==> config.mk <==
export PLATFORM = sky130hd
export DESIGN_NAME = lsb_run_length_histogram_unit
export DESIGN_NICKNAME = d
export VERILOG_FILES = /design/src/lrh_pkg.sv /design/src/lrh_front.sv /design/src/lrh_queue.sv /design/src/lrh_back.sv /design/src/lsb_run_length_histogram_unit.sv
export SDC_FILE = /design/constraint.sdc
export NUM_CORES = 1
export LEC_CHECK = 0
export BUFFER_PORTS_ARGS = -buffer_cell sky130_fd_sc_hd__buf_2
export CELL_PAD_IN_SITES_DETAIL_PLACEMENT = 1
export CELL_PAD_IN_SITES_GLOBAL_PLACEMENT = 1
export CORE_MARGIN = 8
export CORE_UTILIZATION = 45
export CTS_BUF_LIST = sky130_fd_sc_hd__clkbuf_4 sky130_fd_sc_hd__clkbuf_8
export DETAILED_ROUTE_END_ITERATION = 8
export MAX_ROUTING_LAYER = met4
export PLACE_DENSITY_LB_ADDON = 0.08
export SLEW_MARGIN = 10
export SYNTH_ARGS = -nofsm -noshare
export SYNTH_HDL_FRONTEND = slang
export SYNTH_SLANG_ARGS = --single-unit
==> constraint.sdc <==
create_clock -name clk -period 7.7 [get_ports clk]
set_clock_uncertainty 0.1 [all_clocks]
set_input_delay 1.155 -clock clk [delete_from_list [all_inputs] [get_ports clk]]
set_output_delay 1.155 -clock clk [all_outputs]
set_load 0.01 [all_outputs]
==> src/lrh_pkg.sv <==
// Shared types, constants and bin arithmetic of the LSB run-length histogram unit.
package lrh_pkg;

	localparam int MAX_RUN     = 8;
	localparam int COUNT_WIDTH = 16;
	localparam int NUM_BINS    = 2 * MAX_RUN;
	localparam int BIN_W       = $clog2(NUM_BINS);
	localparam int LEN_W       = $clog2(MAX_RUN + 1);
	localparam int COEF_W      = 16;
	localparam int QUEUE_DEPTH = 4;

	localparam logic [COUNT_WIDTH-1:0] COUNT_MAX = '1;

	typedef logic [BIN_W-1:0] bin_t;
	typedef logic [LEN_W-1:0] len_t;

	typedef struct packed {
		logic signed [COEF_W-1:0] coefficient;
		logic                     end_of_image;
	} coef_beat_t;

	typedef struct packed {
		bin_t                   bin_index;
		logic [COUNT_WIDTH-1:0] bin_count;
		logic                   last_bin;
	} bin_beat_t;

	typedef struct packed {
		logic inc_a;
		bin_t idx_a;
		logic inc_b;
		bin_t idx_b;
		logic last;
	} event_t;

	function automatic bin_t bin_of(input len_t len, input logic bit_v);
		len_t lm1;
		lm1 = len - len_t'(1);
		return bin_t'(lm1) + (bit_v ? bin_t'(MAX_RUN) : bin_t'(0));
	endfunction

endpackage

==> src/lrh_front.sv <==
// Front part: accepts coefficients, tracks the open run and posts bin events.
module lrh_front (
	input  logic              clk,
	input  logic              arst_n,
	input  logic              coef_valid,
	output logic              coef_stall,
	input  lrh_pkg::coef_beat_t coef_beat,
	output logic              push,
	output lrh_pkg::event_t   push_event,
	input  logic              full
);
	import lrh_pkg::*;

	logic run_bit_q;
	logic run_open_q;
	len_t run_len_q;

	logic   accept;
	logic   nz;
	logic   bit_in;
	logic   extend;
	logic   nxt_bit;
	logic   nxt_open;
	len_t   nxt_len;
	event_t ev;

	assign coef_stall = full;
	assign accept     = coef_valid && !full;
	assign nz         = coef_beat.coefficient != '0;
	assign bit_in     = coef_beat.coefficient[0];
	assign extend     = run_open_q && (bit_in == run_bit_q) && (run_len_q < len_t'(MAX_RUN));

	always_comb begin
		nxt_bit  = run_bit_q;
		nxt_open = run_open_q;
		nxt_len  = run_len_q;
		ev       = '0;
		if (nz && extend) begin
			nxt_len = run_len_q + len_t'(1);
		end else if (nz) begin
			ev.inc_a = run_open_q;
			ev.idx_a = bin_of(run_len_q, run_bit_q);
			nxt_bit  = bit_in;
			nxt_len  = len_t'(1);
			nxt_open = 1'b1;
		end
		if (coef_beat.end_of_image) begin
			ev.inc_b = nxt_open;
			ev.idx_b = bin_of(nxt_len, nxt_bit);
			ev.last  = 1'b1;
		end
	end

	assign push       = accept && (ev.inc_a || ev.inc_b || ev.last);
	assign push_event = ev;

	always_ff @(posedge clk or negedge arst_n) begin
		if (!arst_n) begin
			run_bit_q  <= 1'b0;
			run_open_q <= 1'b0;
			run_len_q  <= '0;
		end else if (accept) begin
			if (coef_beat.end_of_image) begin
				run_bit_q  <= 1'b0;
				run_open_q <= 1'b0;
				run_len_q  <= '0;
			end else begin
				run_bit_q  <= nxt_bit;
				run_open_q <= nxt_open;
				run_len_q  <= nxt_len;
			end
		end
	end

endmodule

==> src/lrh_queue.sv <==
// Short event queue between the front and back parts.
module lrh_queue #(
	parameter int DEPTH = lrh_pkg::QUEUE_DEPTH
) (
	input  logic            clk,
	input  logic            arst_n,
	input  logic            push,
	input  lrh_pkg::event_t push_event,
	output logic            full,
	input  logic            pop,
	output lrh_pkg::event_t pop_event,
	output logic            empty
);
	import lrh_pkg::*;

	localparam int PTR_W = $clog2(DEPTH);
	localparam int CNT_W = $clog2(DEPTH + 1);

	event_t             mem_q [DEPTH];
	logic [PTR_W-1:0]   wr_ptr_q;
	logic [PTR_W-1:0]   rd_ptr_q;
	logic [CNT_W-1:0]   count_q;
	logic               do_push;
	logic               do_pop;

	assign full      = count_q == CNT_W'(DEPTH);
	assign empty     = count_q == '0;
	assign do_push   = push && !full;
	assign do_pop    = pop && !empty;
	assign pop_event = mem_q[rd_ptr_q];

	always_ff @(posedge clk) begin
		if (do_push) begin
			mem_q[wr_ptr_q] <= push_event;
		end
	end

	always_ff @(posedge clk or negedge arst_n) begin
		if (!arst_n) begin
			wr_ptr_q <= '0;
			rd_ptr_q <= '0;
			count_q  <= '0;
		end else begin
			if (do_push) begin
				wr_ptr_q <= (wr_ptr_q == PTR_W'(DEPTH - 1)) ? '0 : wr_ptr_q + PTR_W'(1);
			end
			if (do_pop) begin
				rd_ptr_q <= (rd_ptr_q == PTR_W'(DEPTH - 1)) ? '0 : rd_ptr_q + PTR_W'(1);
			end
			unique case ({do_push, do_pop})
				2'b10:   count_q <= count_q + CNT_W'(1);
				2'b01:   count_q <= count_q - CNT_W'(1);
				default: count_q <= count_q;
			endcase
		end
	end

endmodule

==> src/lrh_back.sv <==
// Back part: applies bin events to the histogram and streams the readout.
module lrh_back (
	input  logic               clk,
	input  logic               arst_n,
	output logic               pop,
	input  lrh_pkg::event_t    pop_event,
	input  logic               empty,
	output logic               bin_valid,
	input  logic               bin_stall,
	output lrh_pkg::bin_beat_t bin_beat
);
	import lrh_pkg::*;

	logic [COUNT_WIDTH-1:0] hist_q [NUM_BINS];
	logic                   reading_q;
	bin_t                   rd_idx_q;
	logic                   out_valid_q;
	bin_beat_t              out_q;
	logic                   load;
	logic                   final_bin;

	assign pop       = !empty && !reading_q;
	assign load      = reading_q && (!out_valid_q || !bin_stall);
	assign final_bin = rd_idx_q == bin_t'(NUM_BINS - 1);
	assign bin_valid = out_valid_q;
	assign bin_beat  = out_q;

	always_ff @(posedge clk or negedge arst_n) begin
		if (!arst_n) begin
			for (int k = 0; k < NUM_BINS; k++) begin
				hist_q[k] <= '0;
			end
		end else if (load && final_bin) begin
			for (int k = 0; k < NUM_BINS; k++) begin
				hist_q[k] <= '0;
			end
		end else if (pop) begin
			for (int k = 0; k < NUM_BINS; k++) begin
				if (((pop_event.inc_a && pop_event.idx_a == bin_t'(k)) ||
				     (pop_event.inc_b && pop_event.idx_b == bin_t'(k))) &&
				    hist_q[k] != COUNT_MAX) begin
					hist_q[k] <= hist_q[k] + COUNT_WIDTH'(1);
				end
			end
		end
	end

	always_ff @(posedge clk or negedge arst_n) begin
		if (!arst_n) begin
			reading_q   <= 1'b0;
			rd_idx_q    <= '0;
			out_valid_q <= 1'b0;
		end else begin
			if (pop && pop_event.last) begin
				reading_q <= 1'b1;
				rd_idx_q  <= '0;
			end else if (load) begin
				rd_idx_q <= rd_idx_q + bin_t'(1);
				if (final_bin) begin
					reading_q <= 1'b0;
				end
			end
			if (load) begin
				out_valid_q <= 1'b1;
			end else if (!bin_stall) begin
				out_valid_q <= 1'b0;
			end
		end
	end

	always_ff @(posedge clk) begin
		if (load) begin
			out_q.bin_index <= rd_idx_q;
			out_q.bin_count <= hist_q[rd_idx_q];
			out_q.last_bin  <= final_bin;
		end
	end

endmodule

==> src/lsb_run_length_histogram_unit.sv <==
// Top level of the LSB run-length histogram unit.
// Takes one coefficient per cycle while coef_stall is low. Nonzero
// coefficients build runs of equal LSB; each ended run bumps one of 16
// saturating bins. The beat marked end_of_image flushes the open run and
// triggers a readout of all 16 bins, one beat per cycle while bin_stall is
// low, with last_bin on bin 15, after which the histogram clears. During
// readout the front keeps accepting coefficients until the QUEUE_DEPTH-entry
// event queue fills.
module lsb_run_length_histogram_unit #(
	parameter int QUEUE_DEPTH = lrh_pkg::QUEUE_DEPTH
) (
	input  logic                clk,
	input  logic                arst_n,
	input  logic                coef_valid,
	output logic                coef_stall,
	input  lrh_pkg::coef_beat_t coef_beat,
	output logic                bin_valid,
	input  logic                bin_stall,
	output lrh_pkg::bin_beat_t  bin_beat
);
	import lrh_pkg::*;

	logic   push;
	logic   full;
	logic   pop;
	logic   empty;
	event_t push_event;
	event_t pop_event;

	lrh_front u_front (
		.clk        (clk),
		.arst_n     (arst_n),
		.coef_valid (coef_valid),
		.coef_stall (coef_stall),
		.coef_beat  (coef_beat),
		.push       (push),
		.push_event (push_event),
		.full       (full)
	);

	lrh_queue #(
		.DEPTH (QUEUE_DEPTH)
	) u_queue (
		.clk        (clk),
		.arst_n     (arst_n),
		.push       (push),
		.push_event (push_event),
		.full       (full),
		.pop        (pop),
		.pop_event  (pop_event),
		.empty      (empty)
	);

	lrh_back u_back (
		.clk       (clk),
		.arst_n    (arst_n),
		.pop       (pop),
		.pop_event (pop_event),
		.empty     (empty),
		.bin_valid (bin_valid),
		.bin_stall (bin_stall),
		.bin_beat  (bin_beat)
	);

endmodule

==> impl_metrics.tcl <==
set metrics [dict create \
    status "finished clean" \
    worst_pin_slew_ns 1.17 \
    grt_use_total 0.231 \
    vias_per_cell 6.03 \
    synth_most_common_cell "dfrtp_1" \
    diodes 0 \
    p_clk_frac 0.200 \
    fmax_mhz 268 \
    fin_crit_sh 0.485 \
    multi_input_area_mm2 0.00967 \
    die_x_um 221 \
    cts.sinks 340 \
    finalHoldViolCount 0 \
    switchingPower_w 0.00391 \
    met3_usage 0.0354 \
    wirelength_um 55100 \
    clockBufferDepth 3 \
    io_pins 44 \
    drive_above_1_share 0.159 \
    routed-via-count 14600 \
    drc 0 \
    powerDensity_mw_per_mm2 443 \
    finalSetupViolations 0 \
    p_int_w 0.00543 \
    syn2layout_area_growth_pct 11.4 \
    slew_headroom 0.218 \
    synth_flop_cell "dfrtp_1" \
    clockRootBuffer "clkbuf_8" \
    p_leak_nw 8.12 \
    ant_nets 0 \
    rsz0062_at_grt "false" \
    synthArstFlopShare 0.809 \
    yosys.area.top_type_share 0.364 \
    cts_max_level 2 \
    die_h_um 221 \
    grt_pass1_wl_um 87800 \
    critPathRequiredTime_ns 8.15 \
    port_buffers 43 \
    core.rowCount 75 \
    seq_area_frac_synth 0.467 \
    cp_max_fo 14 \
    place_congestion 0.869 \
    cap_violations 0 \
    synth_cells 1781 \
    path_clk_slew_ns 0.06 \
    netlist_area_mm2 0.0189 \
    pwr-share-seq 0.419 \
    die-area_mm2 0.0488 \
    first_pass_iters 5 \
    maxSlewViolCount 0 \
    drt_iter0_drc 1028 \
    yosys-top-cells-count "275 x dfrtp_1, 240 x nor2_1, 142 x nand3_1" \
    synth.avg_cell_area_um2 10.6 \
    cts-resized-gates 0 \
    ctsHoldBuffers 0 \
    p_sw_frac 0.418 \
    syn_nets 1832 \
    met2_usage 0.356 \
    cp.arrival_ns 4.18 \
    timing.rr.end "u_back.hist_q[59]" \
    regArea_mm2 0.00884 \
    post_cts_buffers 0 \
    first_global_vias 15000 \
    synth.ff_latch_count 340 \
    dp_hpwl_um 39200 \
    nFillCells 4527 \
    start_util 0.454 \
    wl_per_cell_um 22.8 \
    clock_latency_ns 0.67 \
    combPwrFrac 0.381 \
    core_mm2 0.0417 \
    grt_max_degree 152 \
    synth.distinct_cells 65 \
    cts_tree "done" \
    r2r_start "u_queue.rd_ptr_q[0]" \
    end_kind "register" \
    r2r_cells 6 \
    crit_type "reg2reg" \
    grt.overflow.total 0 \
    synth_largest_area_cell "dfrtp_1" \
    setup_tns_ns 0 \
    synth_edf_count 65 \
    min_path_type "in2async" \
    top_usage_layer "met2" \
    total_power_w 0.00934 \
    ff2ff_setup_slack_ns 3.97 \
    antenna_found_initial 0 \
    ir_drop_uv 158 \
    fin_nets 1881 \
    synth_area_leaders "dfrtp_1 36%, mux4_2 11%, edfxtp_1 10%" \
    synth-warning-count 0 \
    cp-start-kind "register" \
    grt_use_met1 0.317 \
    fin_crit_ns 3.73 \
    cts_inserted_buffers 60 \
]
-- power groups by stage --
stage               sequential, W  combinational, W  clock [W]
global placement          0.00387           0.00345          0
detailed placement        0.00390           0.00357          0
global route              0.00403           0.00388    0.00200
finish                    0.00391           0.00356    0.00187
floorplan                 0.00341           0.00257          0
CTS                       0.00389           0.00359    0.00192
-- cell usage in the layout (no fill, tap or decap), types with 8 or more instances in the layout --
master / netlist / layout
nor4_1: 24 / 24
nor3_1: 49 / 49
o21ai_0: 27 / 27
edfxtp_1: 65 / 65
mux4_2: 89 / 89
ha_1: 27 / 27
nand4_1: 71 / 71
o22ai_1: 9 / 9
nand3b_1: 8 / 8
nand3_1: 142 / 142
or4_1: 11 / 11
nor2b_1: 8 / 8
mux2i_1: 19 / 19
nor2_1: 240 / 240
and2_1: 18 / 18
and3_1: 67 / 66
nand4b_1: 9 / 9
or3_1: 15 / 15
dfrtp_1: 275 / 273
clkbuf_4: 0 / 14
nand2_1: 141 / 140
clkbuf_8: 0 / 73
o31ai_1: 13 / 13
and4_1: 14 / 14
nor3b_1: 8 / 8
o211ai_1: 15 / 15
a21oi_1: 38 / 37
buf_2: 2 / 42
nor4b_1: 8 / 8
clkinv_2: 0 / 15
buf_4: 0 / 25
inv_1: 23 / 23
xor2_1: 120 / 120
xnor2_1: 75 / 75
-- cell families after synthesis --
| kind of cell | Yosys count | synth area share |
|---|---|---|
| DFF | 340 | 0.467 |
| buffers and inverters | 106 | 0.0220 |
| muxes | 112 | 0.120 |
| and+or+nand+nor | 860 | 0.230 |
| adders and majority gates | 30 | 0.0211 |
| xor gates and xnor gates | 195 | 0.0904 |
| AOI/OAI and AO/OA | 138 | 0.0487 |
-- worst max-delay path, cell delays in order (launching register included) --
cell and delay (ns):
dfrtp_1 0.83, mux4_1 0.79, or2_2 0.40, o22a_1 0.38
nor4_1 0.70, a21oi_1 0.16, a31o_2 0.24
-- how the worst max path moves through the flow --
stage	start	to	slack, ns
finish	u_queue.rd_ptr_q[0]	u_back.hist_q[59]	3.97
global route	u_queue.rd_ptr_q[0]	u_back.hist_q[59]	3.70
CTS	u_queue.rd_ptr_q[0]	u_back.hist_q[59]	3.96
detailed placement	coef_beat[1]	u_queue.mem_q[1][4]	3.67
global placement	coef_beat[1]	u_queue.mem_q[0][4]	3.77
floorplan	bin_stall	u_back.hist_q[147]	4.14
-- registers in the layout (all words and copies together) (netlist names), 2 cells and up --
register,flops
u_back.bin_beat,21
u_back.hist_q,256
u_back.rd_idx_q,4
u_front.run_len_q,4
u_queue.count_q,3
u_queue.mem_q,44
u_queue.rd_ptr_q,2
u_queue.wr_ptr_q,2
-- layout make-up --
class / instances / share of cell area
Multi-Input combinational cell: 1335 / 0.459
Sequential cell: 340 / 0.420
Clock buffer: 87 / 0.0527
Tap cell: 539 / 0.0320
Timing Repair Buffer: 69 / 0.0206
Clock inverter: 27 / 0.0112
Inverter: 24 / 0.00428
-- per-layer routing --
layer,vias up,part of all wire
met5,-,0
met4,0,0.020
met3,80,0.044
met2,307,0.46
met1,7574,0.47
li1,6630,-
-- stage by stage --
step           std cells  hold WS (ns)  utilization  cell area (um^2)  setup slack [ns]
2_1_floorplan       1781         0.323            -             18900              4.14
3_3_place_gp        2307         0.402        0.473             19700              3.77
3_5_place_dp        2307         0.413        0.473             19700              3.67
4_1_cts             2421         0.330        0.505             21100              3.96
5_1_grt             2421         0.353        0.505             21100              3.70
6_report            2421         0.351        0.505             21100              3.97
(Power assumes the default switching activity.)
